==> config.mk <==
export PLATFORM = sky130hd
export DESIGN_NAME = button_press_duration_classifier_flat
export DESIGN_NICKNAME = d
export VERILOG_FILES = /design/src/sv/bpdc_pkg.sv /design/src/sv/bpdc_if.sv /design/src/sv/button_press_duration_classifier.sv /design/src/sv/bpdc_cfg.sv /design/src/sv/bpdc_core.sv /design/src/flat_wrapper.sv
export SDC_FILE = /design/constraint.sdc
export NUM_CORES = 1
export LEC_CHECK = 0
export BUFFER_PORTS_ARGS = -buffer_cell sky130_fd_sc_hd__buf_2
export CAP_MARGIN = 15
export CORE_MARGIN = 2
export CORE_UTILIZATION = 55
export DETAILED_ROUTE_END_ITERATION = 10
export PLACE_DENSITY = 0.69
export SYNTH_ARGS = -nofsm -noshare
export SYNTH_HDL_FRONTEND = slang
export SYNTH_HIERARCHICAL = 1
export SYNTH_SLANG_ARGS = --single-unit
export TNS_END_PERCENT = 50
==> constraint.sdc <==
create_clock -name i_clk -period 5.75 [get_ports i_clk]
set_clock_uncertainty 0.1 [all_clocks]
set_input_delay 1.15 -clock i_clk [delete_from_list [all_inputs] [get_ports i_clk]]
set_output_delay 1.15 -clock i_clk [all_outputs]
set_load 0.05 [all_outputs]
==> src/sv/bpdc_pkg.sv <==
// package for the button press duration classifier
// types, codes and widths shared by the interfaces and all modules; no dependencies
package bpdc_pkg;

    localparam int COUNT_WIDTH = 16;
    localparam int CFG_W       = 16;
    localparam int CMP_W       = (COUNT_WIDTH > CFG_W) ? COUNT_WIDTH : CFG_W;
    localparam int ADDR_W      = 3;

    typedef enum logic [2:0] {
        PH_IDLE = 3'd0,
        PH_HELD = 3'd1,
        PH_FAST = 3'd2,
        PH_SLOW = 3'd3,
        PH_LONG = 3'd4,
        PH_KEEP = 3'd5,
        PH_DONE = 3'd6
    } t_phase;

    typedef enum logic [1:0] {
        MD_TICK  = 2'd0,
        MD_ACK   = 2'd1,
        MD_CLEAR = 2'd2,
        MD_NONE  = 2'd3
    } t_mode;

    typedef enum logic [1:0] {
        NT_NONE = 2'd0,
        NT_MARK = 2'd1,
        NT_KEEP = 2'd2
    } t_notify;

    typedef enum logic [2:0] {
        FC_NONE = 3'd0,
        FC_FAST = 3'd1,
        FC_SLOW = 3'd2,
        FC_LONG = 3'd3,
        FC_KEEP = 3'd4
    } t_fired;

    typedef enum logic [ADDR_W-1:0] {
        RG_DEBOUNCE = 3'd0,
        RG_FAST     = 3'd1,
        RG_SLOW     = 3'd2,
        RG_LONG     = 3'd3,
        RG_KEEP     = 3'd4,
        RG_LEVEL    = 3'd5
    } t_reg_addr;

    localparam logic [CFG_W-1:0] DEBOUNCE_RST = 16'd50;
    localparam logic [CFG_W-1:0] FAST_RST     = 16'd1;
    localparam logic [CFG_W-1:0] SLOW_RST     = 16'd1000;
    localparam logic [CFG_W-1:0] LONG_RST     = 16'd3000;
    localparam logic [CFG_W-1:0] KEEP_RST     = 16'd5000;

    typedef struct packed {
        logic [CFG_W-1:0] debounce_ticks;
        logic [CFG_W-1:0] fast_mark;
        logic [CFG_W-1:0] slow_threshold;
        logic [CFG_W-1:0] long_threshold;
        logic [CFG_W-1:0] keep_threshold;
        logic             press_level;
    } t_cfg;

endpackage

==> src/sv/bpdc_if.sv <==
// channel interfaces: input items, result items and register writes
// depends on bpdc_pkg
interface bpdc_in_if;
    logic       valid;
    logic       ready;
    logic [1:0] mode;
    logic       pin_level;
    modport source (output valid, mode, pin_level, input ready);
    modport sink   (input valid, mode, pin_level, output ready);
endinterface

interface bpdc_out_if;
    logic       valid;
    logic       ready;
    logic [2:0] phase;
    logic [1:0] notify_level;
    logic [2:0] fired_class;
    modport source (output valid, phase, notify_level, fired_class, input ready);
    modport sink   (input valid, phase, notify_level, fired_class, output ready);
endinterface

interface bpdc_cfg_if;
    logic                       valid;
    logic                       ready;
    logic [bpdc_pkg::ADDR_W-1:0] addr;
    logic [bpdc_pkg::CFG_W-1:0]  data;
    modport source (output valid, addr, data, input ready);
    modport sink   (input valid, addr, data, output ready);
endinterface

==> src/sv/button_press_duration_classifier.sv <==
// top level of the button press duration classifier
// depends on bpdc_pkg, bpdc_if, bpdc_cfg and bpdc_core
//
// One input transaction per 1 ms tick: mode 0 carries the sampled pin, mode 1
// acknowledges the pending class (reported in fired_class) and mode 2 clears
// the sticky notify level. Every input transaction yields exactly one result
// transaction with the phase and notify level after the update. The block
// takes one transaction per clock while the result sink is ready: an input
// register feeds a single layer of counter and threshold compare logic whose
// result lands in an output register, so the rate is set only by the sink's
// ready. Registers are written through the config channel, which is always
// ready; write them only while no transaction is in flight.
// Up and down buttons use separate instances of this block.
module button_press_duration_classifier (
    input  logic      i_clk,
    input  logic      i_rst_n,
    bpdc_cfg_if.sink  i_cfg,
    bpdc_in_if.sink   i_in,
    bpdc_out_if.source o_out
);
    import bpdc_pkg::*;

    // input register stage
    logic       r_in_valid;
    logic [1:0] r_in_mode;
    logic       r_in_pin;
    logic       take;
    t_cfg       cfg;

    // free slot when empty or when the core takes the held transaction
    assign i_in.ready = !r_in_valid || take;

    always_ff @(posedge i_clk) begin
        if (!i_rst_n) begin
            r_in_valid <= 1'b0;
        end else if (i_in.ready) begin
            r_in_valid <= i_in.valid;
        end
    end

    always_ff @(posedge i_clk) begin
        if (i_in.ready && i_in.valid) begin
            r_in_mode <= i_in.mode;
            r_in_pin  <= i_in.pin_level;
        end
    end

    // register bank
    bpdc_cfg u_cfg (
        .i_clk   (i_clk),
        .i_rst_n (i_rst_n),
        .i_cfg   (i_cfg),
        .o_cfg   (cfg)
    );

    // state update and result register
    bpdc_core u_core (
        .i_clk        (i_clk),
        .i_rst_n      (i_rst_n),
        .i_cfg        (cfg),
        .i_item_valid (r_in_valid),
        .i_item_mode  (r_in_mode),
        .i_item_pin   (r_in_pin),
        .o_take       (take),
        .o_out        (o_out)
    );

endmodule

==> src/sv/bpdc_cfg.sv <==
// configuration register bank
// depends on bpdc_pkg and bpdc_cfg_if
module bpdc_cfg (
    input  logic           i_clk,
    input  logic           i_rst_n,
    bpdc_cfg_if.sink       i_cfg,
    output bpdc_pkg::t_cfg o_cfg
);
    import bpdc_pkg::*;

    t_cfg r_cfg;
    t_cfg n_cfg;

    assign i_cfg.ready = 1'b1;
    assign o_cfg       = r_cfg;

    always_comb begin
        n_cfg = r_cfg;
        if (i_cfg.valid) begin
            unique case (i_cfg.addr)
                RG_DEBOUNCE: n_cfg.debounce_ticks = i_cfg.data;
                RG_FAST:     n_cfg.fast_mark      = i_cfg.data;
                RG_SLOW:     n_cfg.slow_threshold = i_cfg.data;
                RG_LONG:     n_cfg.long_threshold = i_cfg.data;
                RG_KEEP:     n_cfg.keep_threshold = i_cfg.data;
                RG_LEVEL:    n_cfg.press_level    = i_cfg.data[0];
                default:     n_cfg = r_cfg;
            endcase
        end
    end

    always_ff @(posedge i_clk) begin
        if (!i_rst_n) begin
            r_cfg.debounce_ticks <= DEBOUNCE_RST;
            r_cfg.fast_mark      <= FAST_RST;
            r_cfg.slow_threshold <= SLOW_RST;
            r_cfg.long_threshold <= LONG_RST;
            r_cfg.keep_threshold <= KEEP_RST;
            r_cfg.press_level    <= 1'b0;
        end else begin
            r_cfg <= n_cfg;
        end
    end

endmodule

==> src/sv/bpdc_core.sv <==
// press state update and result register
// depends on bpdc_pkg and bpdc_out_if
module bpdc_core (
    input  logic           i_clk,
    input  logic           i_rst_n,
    input  bpdc_pkg::t_cfg i_cfg,
    input  logic           i_item_valid,
    input  logic [1:0]     i_item_mode,
    input  logic           i_item_pin,
    output logic           o_take,
    bpdc_out_if.source     o_out
);
    import bpdc_pkg::*;

    t_phase                 r_phase;
    t_phase                 n_phase;
    logic [COUNT_WIDTH-1:0] r_count;
    logic [COUNT_WIDTH-1:0] n_count;
    t_notify                r_notify;
    t_notify                n_notify;
    t_fired                 n_fired;

    logic                   r_out_valid;
    t_phase                 r_out_phase;
    t_notify                r_out_notify;
    t_fired                 r_out_fired;

    logic                   advance;
    logic                   consume;
    logic                   pressed;
    logic [COUNT_WIDTH-1:0] count_inc;
    logic [CMP_W-1:0]       cnt_inc_x;
    logic [CMP_W-1:0]       deb_x;
    logic [CMP_W-1:0]       fast_x;
    logic [CMP_W-1:0]       slow_x;
    logic [CMP_W-1:0]       long_x;
    logic [CMP_W-1:0]       keep_x;

    assign advance = !r_out_valid || o_out.ready;
    assign consume = i_item_valid && advance;
    assign o_take  = advance;

    assign pressed   = (i_item_pin == i_cfg.press_level);
    // saturating increment, no wrap at the top
    assign count_inc = (&r_count) ? r_count : r_count + 1'b1;
    assign cnt_inc_x = CMP_W'(count_inc);
    assign deb_x     = CMP_W'(i_cfg.debounce_ticks);
    assign fast_x    = CMP_W'(i_cfg.fast_mark);
    assign slow_x    = CMP_W'(i_cfg.slow_threshold);
    assign long_x    = CMP_W'(i_cfg.long_threshold);
    assign keep_x    = CMP_W'(i_cfg.keep_threshold);

    always_comb begin
        n_phase  = r_phase;
        n_count  = r_count;
        n_notify = r_notify;
        n_fired  = FC_NONE;
        unique case (t_mode'(i_item_mode))
            MD_TICK: begin
                unique case (r_phase)
                    PH_IDLE: begin
                        if (pressed) begin
                            n_count = count_inc;
                            if (cnt_inc_x >= deb_x) begin
                                n_count = '0;
                                n_phase = PH_HELD;
                            end
                        end
                    end
                    PH_HELD: begin
                        n_count = count_inc;
                        if (!pressed) begin
                            // later matches win, misordered thresholds may leave it held
                            if (cnt_inc_x < slow_x && cnt_inc_x != '0) n_phase = PH_FAST;
                            if (cnt_inc_x >= slow_x && cnt_inc_x < long_x) n_phase = PH_SLOW;
                            if (cnt_inc_x >= long_x && cnt_inc_x < keep_x) n_phase = PH_LONG;
                        end
                        if (cnt_inc_x >= keep_x) n_phase = PH_KEEP;
                        if (cnt_inc_x == fast_x || cnt_inc_x == slow_x || cnt_inc_x == long_x)
                            n_notify = NT_MARK;
                        else if (cnt_inc_x == keep_x)
                            n_notify = NT_KEEP;
                    end
                    PH_DONE: begin
                        if (!pressed) begin
                            n_count = '0;
                            n_phase = PH_IDLE;
                        end
                    end
                    default: begin
                        n_phase = r_phase;
                    end
                endcase
            end
            MD_ACK: begin
                if (r_phase == PH_FAST || r_phase == PH_SLOW ||
                    r_phase == PH_LONG || r_phase == PH_KEEP) begin
                    n_fired = t_fired'(r_phase - 3'd1);
                    n_phase = PH_DONE;
                end
            end
            MD_CLEAR: n_notify = NT_NONE;
            default:  n_phase  = r_phase;
        endcase
    end

    always_ff @(posedge i_clk) begin
        if (!i_rst_n) begin
            r_phase     <= PH_IDLE;
            r_count     <= '0;
            r_notify    <= NT_NONE;
            r_out_valid <= 1'b0;
        end else begin
            if (consume) begin
                r_phase  <= n_phase;
                r_count  <= n_count;
                r_notify <= n_notify;
            end
            if (advance) begin
                r_out_valid <= i_item_valid;
            end
        end
    end

    always_ff @(posedge i_clk) begin
        if (consume) begin
            r_out_phase  <= n_phase;
            r_out_notify <= n_notify;
            r_out_fired  <= n_fired;
        end
    end

    assign o_out.valid        = r_out_valid;
    assign o_out.phase        = r_out_phase;
    assign o_out.notify_level = r_out_notify;
    assign o_out.fired_class  = r_out_fired;

    a_fired_only_handled: assert property (@(posedge i_clk) disable iff (!i_rst_n)
        (r_out_valid && r_out_fired != FC_NONE) |-> r_out_phase == PH_DONE)
        else $error("class fired without moving to handled");

    a_stall_freezes_state: assert property (@(posedge i_clk) disable iff (!i_rst_n)
        (r_out_valid && !o_out.ready) |=> (r_phase == $past(r_phase) &&
                                           r_count == $past(r_count)))
        else $error("press state moved while result stalled");

    a_held_from_idle: assert property (@(posedge i_clk) disable iff (!i_rst_n)
        ($past(i_rst_n) && r_phase == PH_HELD && $past(r_phase) != PH_HELD)
            |-> $past(r_phase) == PH_IDLE)
        else $error("held entered from a phase other than idle");

    a_notify_code: assert property (@(posedge i_clk) disable iff (!i_rst_n)
        r_notify != 2'd3)
        else $error("notify level out of range");

endmodule

==> src/flat_wrapper.sv <==
// flat-port wrapper written by rule: the top's interface ports become plain ports
module button_press_duration_classifier_flat import bpdc_pkg::*;
  (i_clk, i_rst_n, i_cfg_valid, i_cfg_addr, i_cfg_data, i_cfg_ready, i_in_valid, i_in_mode, i_in_pin_level, i_in_ready, o_out_valid, o_out_phase, o_out_notify_level, o_out_fired_class, o_out_ready);
  bpdc_cfg_if i_cfg_i ();
  bpdc_in_if i_in_i ();
  bpdc_out_if o_out_i ();
  input  logic i_clk;
  input  logic i_rst_n;
  input wire logic [$bits(i_cfg_i.valid)-1:0] i_cfg_valid;
  input wire logic [$bits(i_cfg_i.addr)-1:0] i_cfg_addr;
  input wire logic [$bits(i_cfg_i.data)-1:0] i_cfg_data;
  output wire logic [$bits(i_cfg_i.ready)-1:0] i_cfg_ready;
  input wire logic [$bits(i_in_i.valid)-1:0] i_in_valid;
  input wire logic [$bits(i_in_i.mode)-1:0] i_in_mode;
  input wire logic [$bits(i_in_i.pin_level)-1:0] i_in_pin_level;
  output wire logic [$bits(i_in_i.ready)-1:0] i_in_ready;
  output wire logic [$bits(o_out_i.valid)-1:0] o_out_valid;
  output wire logic [$bits(o_out_i.phase)-1:0] o_out_phase;
  output wire logic [$bits(o_out_i.notify_level)-1:0] o_out_notify_level;
  output wire logic [$bits(o_out_i.fired_class)-1:0] o_out_fired_class;
  input wire logic [$bits(o_out_i.ready)-1:0] o_out_ready;
  assign i_cfg_i.valid = i_cfg_valid;
  assign i_cfg_i.addr = i_cfg_addr;
  assign i_cfg_i.data = i_cfg_data;
  assign i_cfg_ready = i_cfg_i.ready;
  assign i_in_i.valid = i_in_valid;
  assign i_in_i.mode = i_in_mode;
  assign i_in_i.pin_level = i_in_pin_level;
  assign i_in_ready = i_in_i.ready;
  assign o_out_valid = o_out_i.valid;
  assign o_out_phase = o_out_i.phase;
  assign o_out_notify_level = o_out_i.notify_level;
  assign o_out_fired_class = o_out_i.fired_class;
  assign o_out_i.ready = o_out_ready;
  button_press_duration_classifier u_core (.i_clk(i_clk), .i_rst_n(i_rst_n), .i_cfg(i_cfg_i), .i_in(i_in_i), .o_out(o_out_i));
endmodule
# Word-level counts from Yosys, hierarchy flattened
# Index checks and enable logic that the tools add are counted.
dict set report totals {
  ff_bits 115
}
dict set report op_classes {
  addsub 2
  magnitude_cmp 7
  eq_ne 20
  muxes 20
  reduce_logical 28
}
# operator n
set op_table {}
lappend op_table {{$eq A16 B16 Y1} 4}
lappend op_table {{$ge A16 B16 Y1} 4}
lappend op_table {{$mux W16} 4}
lappend op_table {{$lt A16 B16 Y1} 3}
lappend op_table {{$pmux W16 S3} 1}
lappend op_table {{$mux W3} 9}
lappend op_table {{$add A16 B1 Y16 const B} 1}
lappend op_table {{$reduce_and A16 Y1} 1}
lappend op_table {{$reduce_bool A16 Y1} 1}
lappend op_table {{$eq A3 B3 Y1 const B} 5}
lappend op_table {{$reduce_and A2 Y1} 7}
lappend op_table {{$eq A3 B2 Y1 const B} 4}
lappend op_table {{$pmux W3 S3} 1}
lappend op_table {{$logic_or A1 B1 Y1} 7}
lappend op_table {{$eq A3 B1 Y1 const B} 2}
lappend op_table {{$logic_not A3 Y1} 2}
lappend op_table {{$mux W2} 3}
lappend op_table {{$pmux W3 S2} 1}
lappend op_table {{$logic_and A1 B1 Y1} 5}
lappend op_table {{$reduce_and A5 Y1} 1}
lappend op_table {{$ne A2 B2 Y1 const B} 2}
lappend op_table {{$pmux W2 S2} 1}
lappend op_table {{$reduce_bool A3 Y1} 1}
lappend op_table {{$sub A3 B1 Y3 const B} 1}
lappend op_table {{5 further kinds} 6}

# Logic depth before layout (Yosys ltp)
# Gate-level depths: netlist (run 1).
dict set report depth {
  word_depth 11
  ltp_mapped 17
  ltp_nobuf 16
}

# Cells and area by module
# Netlist (run 1), hierarchy kept.
# module instances cells_each area_each_um2 seq_area_each_um2
set by_module_without_submodules {}
lappend by_module_without_submodules {bpdc_core 1 547 4340.4 680.7}
lappend by_module_without_submodules {bpdc_cfg 1 303 3133.0 1621.6}
lappend by_module_without_submodules {button_press_duration_classifier 1 8 147.6 110.1}

# Worst setup path before layout (run 1)
# No wires, ideal clock.
dict set report synth_path {
  path_type {register to register}
  startpoint {register u_core.u_core.r_count[1]}
  endpoint {register u_core.u_core.r_out_phase[1] (netlist: u_core/u_core/o_out.phase[1]), data pin}
  arrival_ns 3.525
  required_ns 5.391
  path_slack_ns 1.866
  stages_incl_launch_ff 16
  n_path_buf 1
  period_less_slack_ns 3.884
  path_cell_list {dfxtp_1 ha_1 buf_2 nand2_1 nor3_4 nand2_2 a31oi_1 ha_1 and4_1 nand2_1 or4b_1 o21ai_0 a31oi_1 o2111ai_1 nor2_1 o31a_1}
}
dict set report synth_between {
  elab_chain_len 11
}
# item line
set synth_lines {}
lappend synth_lines {{start: declaration} bpdc_core.sv:17} ;# logic [COUNT_WIDTH-1:0] r_count;
lappend synth_lines {{start signal: assignment} bpdc_core.sv:116} ;# r_count <= n_count;
lappend synth_lines {{$add A16 B1 Y16 / $reduce_and A16 Y1 (equally long branches)} bpdc_core.sv:45} ;# assign count_inc = (&r_count) ? r_count : r_count + 1'b1;
lappend synth_lines {{$mux W16 (*)} bpdc_core.sv:45}
lappend synth_lines {{$lt A16 B16 Y1 / $reduce_bool A16 Y1 (equally long branches)} bpdc_core.sv:74} ;# if (cnt_inc_x < slow_x && cnt_inc_x != '0) n_phase = PH_FAST;
lappend synth_lines {{$logic_and A1 B1 Y1} bpdc_core.sv:74}
lappend synth_lines {{$mux W3} bpdc_core.sv:74}
lappend synth_lines {{$mux W3} bpdc_core.sv:75} ;# if (cnt_inc_x >= slow_x && cnt_inc_x < long_x) n_phase = PH_SLOW;
lappend synth_lines {{$mux W3} bpdc_core.sv:76} ;# if (cnt_inc_x >= long_x && cnt_inc_x < keep_x) n_phase = PH_LONG;
lappend synth_lines {{$mux W3} bpdc_core.sv:72} ;# if (!pressed) begin
lappend synth_lines {{$mux W3} bpdc_core.sv:78} ;# if (cnt_inc_x >= keep_x) n_phase = PH_KEEP;
lappend synth_lines {{$pmux W3 S3 (*)} bpdc_core.sv:60} ;# unique case (r_phase)
lappend synth_lines {{$pmux W3 S2 (*)} bpdc_core.sv:58} ;# unique case (t_mode'(i_item_mode))
lappend synth_lines {{net u_core.u_core.n_phase[1]} bpdc_core.sv:16} ;# t_phase n_phase;
lappend synth_lines {{end signal: assignment} bpdc_core.sv:127} ;# r_out_phase <= n_phase;
lappend synth_lines {{end: declaration} bpdc_core.sv:24} ;# t_phase r_out_phase;
# The timed path passes the listed nets; every way through them passes the cells marked *.
# A chain may end at the register's enable or synchronous reset.

# Worst setup path in the final report (run 1)
dict set report layout_path {
  startpoint {register u_core.u_core.r_count[3]}
  endpoint {register u_core.u_core.r_out_phase[1] (netlist: u_core/u_core/o_out.phase[1]), data pin}
}
# Same word-level chain as after synthesis.

==> results.py, run 1 <==
metrics = {
    "global_route": {
        "grt_overflow": 0,
        "antenna_found_initial": 0,
        "grt_start_max_net_pins": 94,
        "grt_pass1_wl_um": 32800,
        "grt_pass1_vias": 6132,
        "grt_util_all_layers_pct": 29.2,
    },
    "pwr": {
        "pwr_density_cell_nw_per_um2": 246,
        "ir_drop_uv": 173,
        "leakagePower_nw": 3.75,
        "total_power_w": 0.00208,
    },
    "cells_and_area": {
        "layout.nets": 967,
        "drive_gt1_share_pct": 12.1,
        "area_delta_synth_final_pct": 10.8,
        "antenna_cells": 0,
        "n_fill_cell": 1196,
        "utilization_pct": 61.6,
    },
    "synthesis": {
        "synth-seq-cells": 115,
        "synth_top_area_share_pct": 27.3,
        "synth_area_sq_um": 7620,
        "ys_seq_area_share_pct": 31.7,
        "synth_fp_nets": 949,
        "synthCells": 858,
        "avgSynthCellArea_sq_um": 8.88,
        "synth_edf_count": 11,
        "synthTopCellsByArea": "dfxtp_1 (27%), mux2i_1 (11%), ha_1 (11%)",
        "synth-async-reset-ratio_pct": 0,
        "synth_largest_area_cell": "dfxtp_1",
        "ys.warnings.count": 6,
        "synth.most_common_cell": "nand2_1",
        "ys.flop_type": "dfxtp_1",
        "synth_common_cells": "nand2_1 (113), dfxtp_1 (104), mux2i_1 (86)",
        "synthDistinctLibCells": 85,
    },
    "timing": {
        "worst_pin_slew_ns": 0.915,
        "tns_ns": 0,
        "fin_crit_ns": 4.69,
        "clock.fmax_mhz": 213,
        "hold-worst-slack_ns": 0.362,
        "slew_headroom_pct": 38.4,
        "setup_violations": 0,
        "fin_crit_sh_pct": 81.6,
        "rsz0062_at_grt": "false",
        "final-max-slew-violation-count": 0,
        "hold_viol_final": 0,
    },
    "place": {
        "io_buffers": 36,
        "gp_congestion": 0.950,
        "dp_hpwl_um": 15400,
    },
    "floorplan": {
        "fp.dieW_um": 122,
        "coreArea_sq_um": 13700,
        "num_rows": 43,
        "die_y_um": 122,
        "start_util_pct": 55.5,
        "die-area_sq_um": 14800,
        "ios": 38,
    },
    "clocking": {
        "cts.sinks": 115,
        "cts_max_level": 4,
        "cts_post_setup_buffers_inserted": 0,
        "clockRootBuffer": "clkbuf_16",
        "cts.repair.resized": 0,
        "hold_buffers": 0,
        "path_clk_slew_ns": 0.05,
        "clk_latency_ns": 0.42,
        "cts_tree": "done",
        "cts_buffer_depth": 2,
        "cts_buffers": 17,
    },
    "route": {
        "drt_iter0_drc": 512,
        "firstDrtPassIters": 5,
        "ant_nets": 0,
        "drc": 0,
        "num_vias": 6294,
        "vias_per_cell": 5.89,
        "finalWirelength_um": 20800,
        "post_drt_wl_per_cell_um": 19.5,
    },
    "min_path": {
        "hold_path_class": "flop to flop",
    },
    "worst_setup_path": {
        "cp_max_fo": 11,
        "cp.required_ns": 5.82,
        "worst_setup_path_start_kind": "flop",
        "arrival_ns": 4.76,
        "end_kind": "flop",
        "path_class": "flop to flop",
    },
    "run_status": {
        "status": "complete, no violations",
    },
    "flow_run": {
        "drv_cap": 0,
    },
}
## state kept, by name (all words and copies together), names as in the netlist
signal	count
u_core/r_in_mode	2
u_core/r_in_pin	1
u_core/r_in_valid	1
u_core/u_cfg/o_cfg	81
u_core/u_core/o_out.fired_class	3
u_core/u_core/o_out.notify_level	2
u_core/u_core/o_out.phase	3
u_core/u_core/o_out.valid	1
u_core/u_core/r_count	16
u_core/u_core/r_notify	2
u_core/u_core/r_phase	3
## critical path, cell delays in order (launching register included)
cell	delay, ns
dfxtp_1	0.56
nand4_4	0.29
nor4_1	0.47
mux2i_1	0.48
inv_1	0.23
ha_1	0.35
and4_1	0.22
nand2_1	0.07
or4b_1	0.57
o21ai_0	0.35
a31oi_1	0.13
o2111ai_1	0.24
nor2_1	0.09
o31a_1	0.28
## report_power, final
part           leakage [nW]  switching (W)  internal [W]
sequential            0.948      0.0000148      0.000829
combinational          2.52       0.000104     0.0000608
clock                 0.280       0.000379      0.000689
## path summary, 6_finish.rpt
kind	start	to	slack (ns)	cells past startpoint
hold / removal	u_core/u_cfg/o_cfg[23]	u_core/u_cfg/o_cfg[23]	0.36	2
setup reg to reg	u_core/u_core/r_count[3]	u_core/u_core/o_out.phase[1]	1.06	13
hold reg to reg	u_core/u_cfg/o_cfg[23]	u_core/u_cfg/o_cfg[23]	0.36	2
setup / recovery	u_core/u_core/r_count[3]	u_core/u_core/o_out.phase[1]	1.06	13
## layout make-up
cell class                      count  area [sq um]  share of cell area (%)
Clock buffer                       22           454                    5.38
Timing Repair Buffer               45           250                    2.96
Clock inverter                     10           133                    1.57
Sequential cell                   115          2410                    28.6
Tap cell                          180           225                    2.67
Inverter                           78           293                    3.47
Multi-Input combinational cell    619          4680                    55.4
## through the flow
| step | instances | setup slack (ns) | instance area (sq um) |
|---|---|---|---|
| final | 1069 | 1.06 | 8450 |
| after global routing | 1069 | 0.701 | 8450 |
| after CTS | 1069 | 1.11 | 8450 |
| after detailed placement | 1037 | 1.14 | 7860 |
| after global placement | 1037 | 1.24 | 7860 |
| after floorplan | 858 | 1.87 | 7620 |
## per-layer routing
layer	track usage, %	routed length, um	vias up
met2	46.9	9600	204
met5	0	0	-
li1	-	-	3061
met1	39.3	9710	3001
met3	6.27	1150	28
met4	9.41	386	0
## logic make-up (layout without fill, tap and decap cells)
logic type                 after synthesis  in the layout  synth area share, %
AOI/OAI and AO/OA                      147            147                 13.7
xor gates and xnor gates                32             32                 4.32
adders and majority gates               66             66                 10.8
buffers and inverters                  124            155                 7.35
DFF                                    115            115                 31.7
muxes                                   89             89                 11.9
other                                    1              1               0.0492
and+or+nand+nor                        284            284                 20.2
## cells in the final DEF (no fill, tap or decap), types with 5 or more instances in the layout
cell type,netlist,final
xnor2_1,22,22
nand2_1,113,113
dfxtp_1,104,104
nand2b_1,7,7
a21o_1,8,8
clkbuf_16,0,17
a31oi_1,14,14
ha_1,64,64
nor3_1,10,10
nor2_1,23,23
inv_1,78,78
a21oi_1,29,29
and4_1,5,5
o21ai_0,28,28
nor2b_1,39,39
and2_1,6,6
xor2_1,6,6
buf_4,9,10
nand4_1,16,16
edfxtp_1,11,11
o211ai_1,6,6
a21boi_0,5,5
a32o_1,5,5
a211oi_1,8,8
buf_2,13,35
mux2i_1,86,86
nor4_1,7,7
nand3_1,20,20
Power figures use the tool's default switching activity.
==> inputs of run 2 (changes only) <==
--- a/config.mk
+++ b/config.mk
@@ -10,7 +10,7 @@
 export CORE_MARGIN = 2
 export CORE_UTILIZATION = 55
 export DETAILED_ROUTE_END_ITERATION = 10
-export PLACE_DENSITY = 0.69
+export PLACE_DENSITY = 0.72
 export SYNTH_ARGS = -nofsm -noshare
 export SYNTH_HDL_FRONTEND = slang
 export SYNTH_HIERARCHICAL = 1
==> constraint.sdc (replaced) <==
create_clock -name i_clk -period 4.2 [get_ports i_clk]
set_clock_uncertainty 0.1 [all_clocks]
set_input_delay 0.84 -clock i_clk [delete_from_list [all_inputs] [get_ports i_clk]]
set_output_delay 0.84 -clock i_clk [all_outputs]
set_load 0.05 [all_outputs]
==> run 2 against run 1 <==
Compared with the run above:
- worst setup slack worse by 0.94 ns
- design area is 3.6% higher
- via count is 1.7% higher
- worst hold slack lost 0.0073 ns
- register-to-register slack worse by 0.94 ns
- clock-buffer cell count rose by 4
- critical path type unchanged
- largest cell class unchanged
- largest power group unchanged
==> results.py, run 2 (synthesized netlist as in run 1, its figures left out) <==
metrics = {
    "cells_and_area": {
        "antenna_cells": 0,
        "area_delta_synth_final_pct": 14.9,
        "layout.nets": 1002,
        "fin_area_sq_um": 8750,
        "final_cell_mix": "nand2_1 (113), dfxtp_1 (102), mux2i_1 (86), inv_1 (78), ha_1 (63)",
        "utilization_pct": 63.8,
        "drive_gt1_share_pct": 16.0,
        "multi_input_area_sq_um": 4720,
        "n_fill_cell": 1161,
        "largest_reg_flops": 81,
        "layout_commonest_cell": "nand2_1",
        "seq_area_sq_um": 2410,
    },
    "timing": {
        "fin_crit_sh_pct": 97.1,
        "setup_violations": 0,
        "final-max-slew-violation-count": 0,
        "slew_headroom_pct": 44.3,
        "fin_crit_ns": 4.08,
        "hold_viol_final": 0,
        "tns_ns": 0,
        "clock.fmax_mhz": 245,
        "worst_pin_slew_ns": 0.836,
        "hold-worst-slack_ns": 0.354,
    },
    "worst_setup_path": {
        "cp.required_ns": 4.41,
        "arrival_ns": 4.29,
        "path_class": "flop to flop",
        "path_cells": "and4_1 -> nand4_1 -> nand3_1 -> xnor2_2 -> ha_1 -> a21o_1 -> a2111oi_1 -> o21ai_1 -> a31oi_2 -> a21oi_1 -> or3b_1 -> or3_1 -> o21ai_0",
        "crit_slowest_cell": "or3b_1",
        "r2r_start": "u_core/u_core/r_count[7]",
        "worst_setup_path_start_kind": "flop",
        "r2r_cells": 13,
        "cp_slowest_stage_delay_ns": 0.52,
        "end_kind": "flop",
        "r2r_end": "u_core/u_core/r_count[4]",
        "cp_max_fo": 5,
        "reg2reg_slack_ns": 0.12,
    },
    "run_status": {
        "status": "complete, no violations",
    },
    "flow_run": {
        "drv_cap": 0,
    },
    "global_route": {
        "grt_start_max_net_pins": 90,
        "grt_pass1_wl_um": 31700,
        "grt_util_all_layers_pct": 28.2,
        "grt_pass1_vias": 6084,
        "grt_overflow": 0,
        "antenna_found_initial": 0,
    },
    "min_path": {
        "holdPathStages": 2,
        "hold_path_class": "flop to flop",
        "whs_endpoint": "u_core/u_cfg/o_cfg[45]",
        "hp-start": "u_core/u_cfg/o_cfg[45]",
    },
    "route": {
        "num_vias": 6398,
        "drt_iter0_drc": 571,
        "drc": 0,
        "finalWirelength_um": 19900,
        "firstDrtPassIters": 6,
        "vias_per_cell": 5.81,
        "post_drt_wl_per_cell_um": 18.1,
        "ant_nets": 0,
    },
    "clocking": {
        "cts_tree": "done",
        "clockRootBuffer": "clkbuf_16",
        "path_clk_slew_ns": 0.05,
        "cts.sinks": 115,
        "clk_latency_ns": 0.42,
        "cts_max_level": 4,
        "cts_buffer_depth": 2,
        "cts_buffers": 17,
    },
    "place": {
        "dpl_cell_area_sq_um": 8130,
        "gp_congestion": 0.951,
        "dp_hpwl_um": 14700,
        "io_buffers": 36,
    },
    "floorplan": {
        "start_util_pct": 55.5,
        "num_rows": 43,
        "fp.dieW_um": 122,
        "die-area_sq_um": 14800,
        "ios": 38,
        "die_y_um": 122,
        "coreArea_sq_um": 13700,
    },
    "pwr": {
        "total_power_w": 0.00278,
        "leakagePower_nw": 3.94,
        "ir_drop_uv": 250,
        "pwr_density_cell_nw_per_um2": 318,
    },
}
run 2: changes by cell type in the layout (fill, tap and decap cells not counted), sizes merged:
cell      delta
clkbuf       +4
clkinvlp     -3
buf         +35
bufinv       -2
clkinv       -2
run 2: worst max-delay path by stage:
stage,startpoint,endpoint,slack (ns),cells past startpoint
floorplan,u_core/u_core/r_count[1],u_core/u_core/o_out.phase[1],0.32,15
global placement,u_core/u_core/r_count[1],u_core/u_core/r_count[4],0.06,16
detailed placement,u_core/u_core/r_count[1],u_core/u_core/r_count[4],0.02,16
CTS,u_core/u_core/r_count[1],u_core/u_core/r_count[4],0.04,16
global route,u_core/u_core/r_count[1],u_core/u_core/o_out.phase[2],-0.08,15
finish,u_core/u_core/r_count[7],u_core/u_core/r_count[4],0.12,13
run 2: critical path, delay by kind of cell (launching register included):
family	cells	cell delay, ns
and+or+nand+nor	5	1.70
adders and majority gates	1	0.30
DFF	1	0.44
xor gates and xnor gates	1	0.19
AOI/OAI and AO/OA	6	1.24
run 2: report_power, final:
part	switching [W]	leakage [nW]	total (W)	internal, W
Combinational	0.000142	2.71	0.000229	0.0000869
Sequential	0.0000198	0.949	0.00116	0.00114
Clock	0.000474	0.282	0.00140	0.000922
Total	0.000636	3.94	0.00278	0.00215
run 2: layer usage:
layer	up-vias	GRT usage [%]	wire length [um]
met3	33	5.90	1300
li1	3126	-	-
met4	0	9.77	375
met1	2991	38.9	9230
met2	248	44.0	9010
met5	-	0	0
run 2: per-stage QoR:
stage	setup WS (ns)	std cells
after CTS	0.0423	1100
after detailed placement	0.0203	1071
final	0.121	1101
after global routing	-0.0784	1101
after global placement	0.0579	1071
after floorplan	0.316	858
run 2: final cells by class:
class                           count  area share (%)
Tap cell                          180            2.57
Clock buffer                       26            6.09
Inverter                           78            3.34
Multi-Input combinational cell    619            53.9
Sequential cell                   115            27.6
Timing Repair Buffer               80            6.00
Clock inverter                      3           0.457
run 2: what timing repair did:
action | in CTS | in global routing
hold buffers | 0 | 0
resized for setup | 1 | 12
endpoints found under the setup margin | 1 | 23
pin swaps | 0 | 2
buffers inserted | 0 | 1
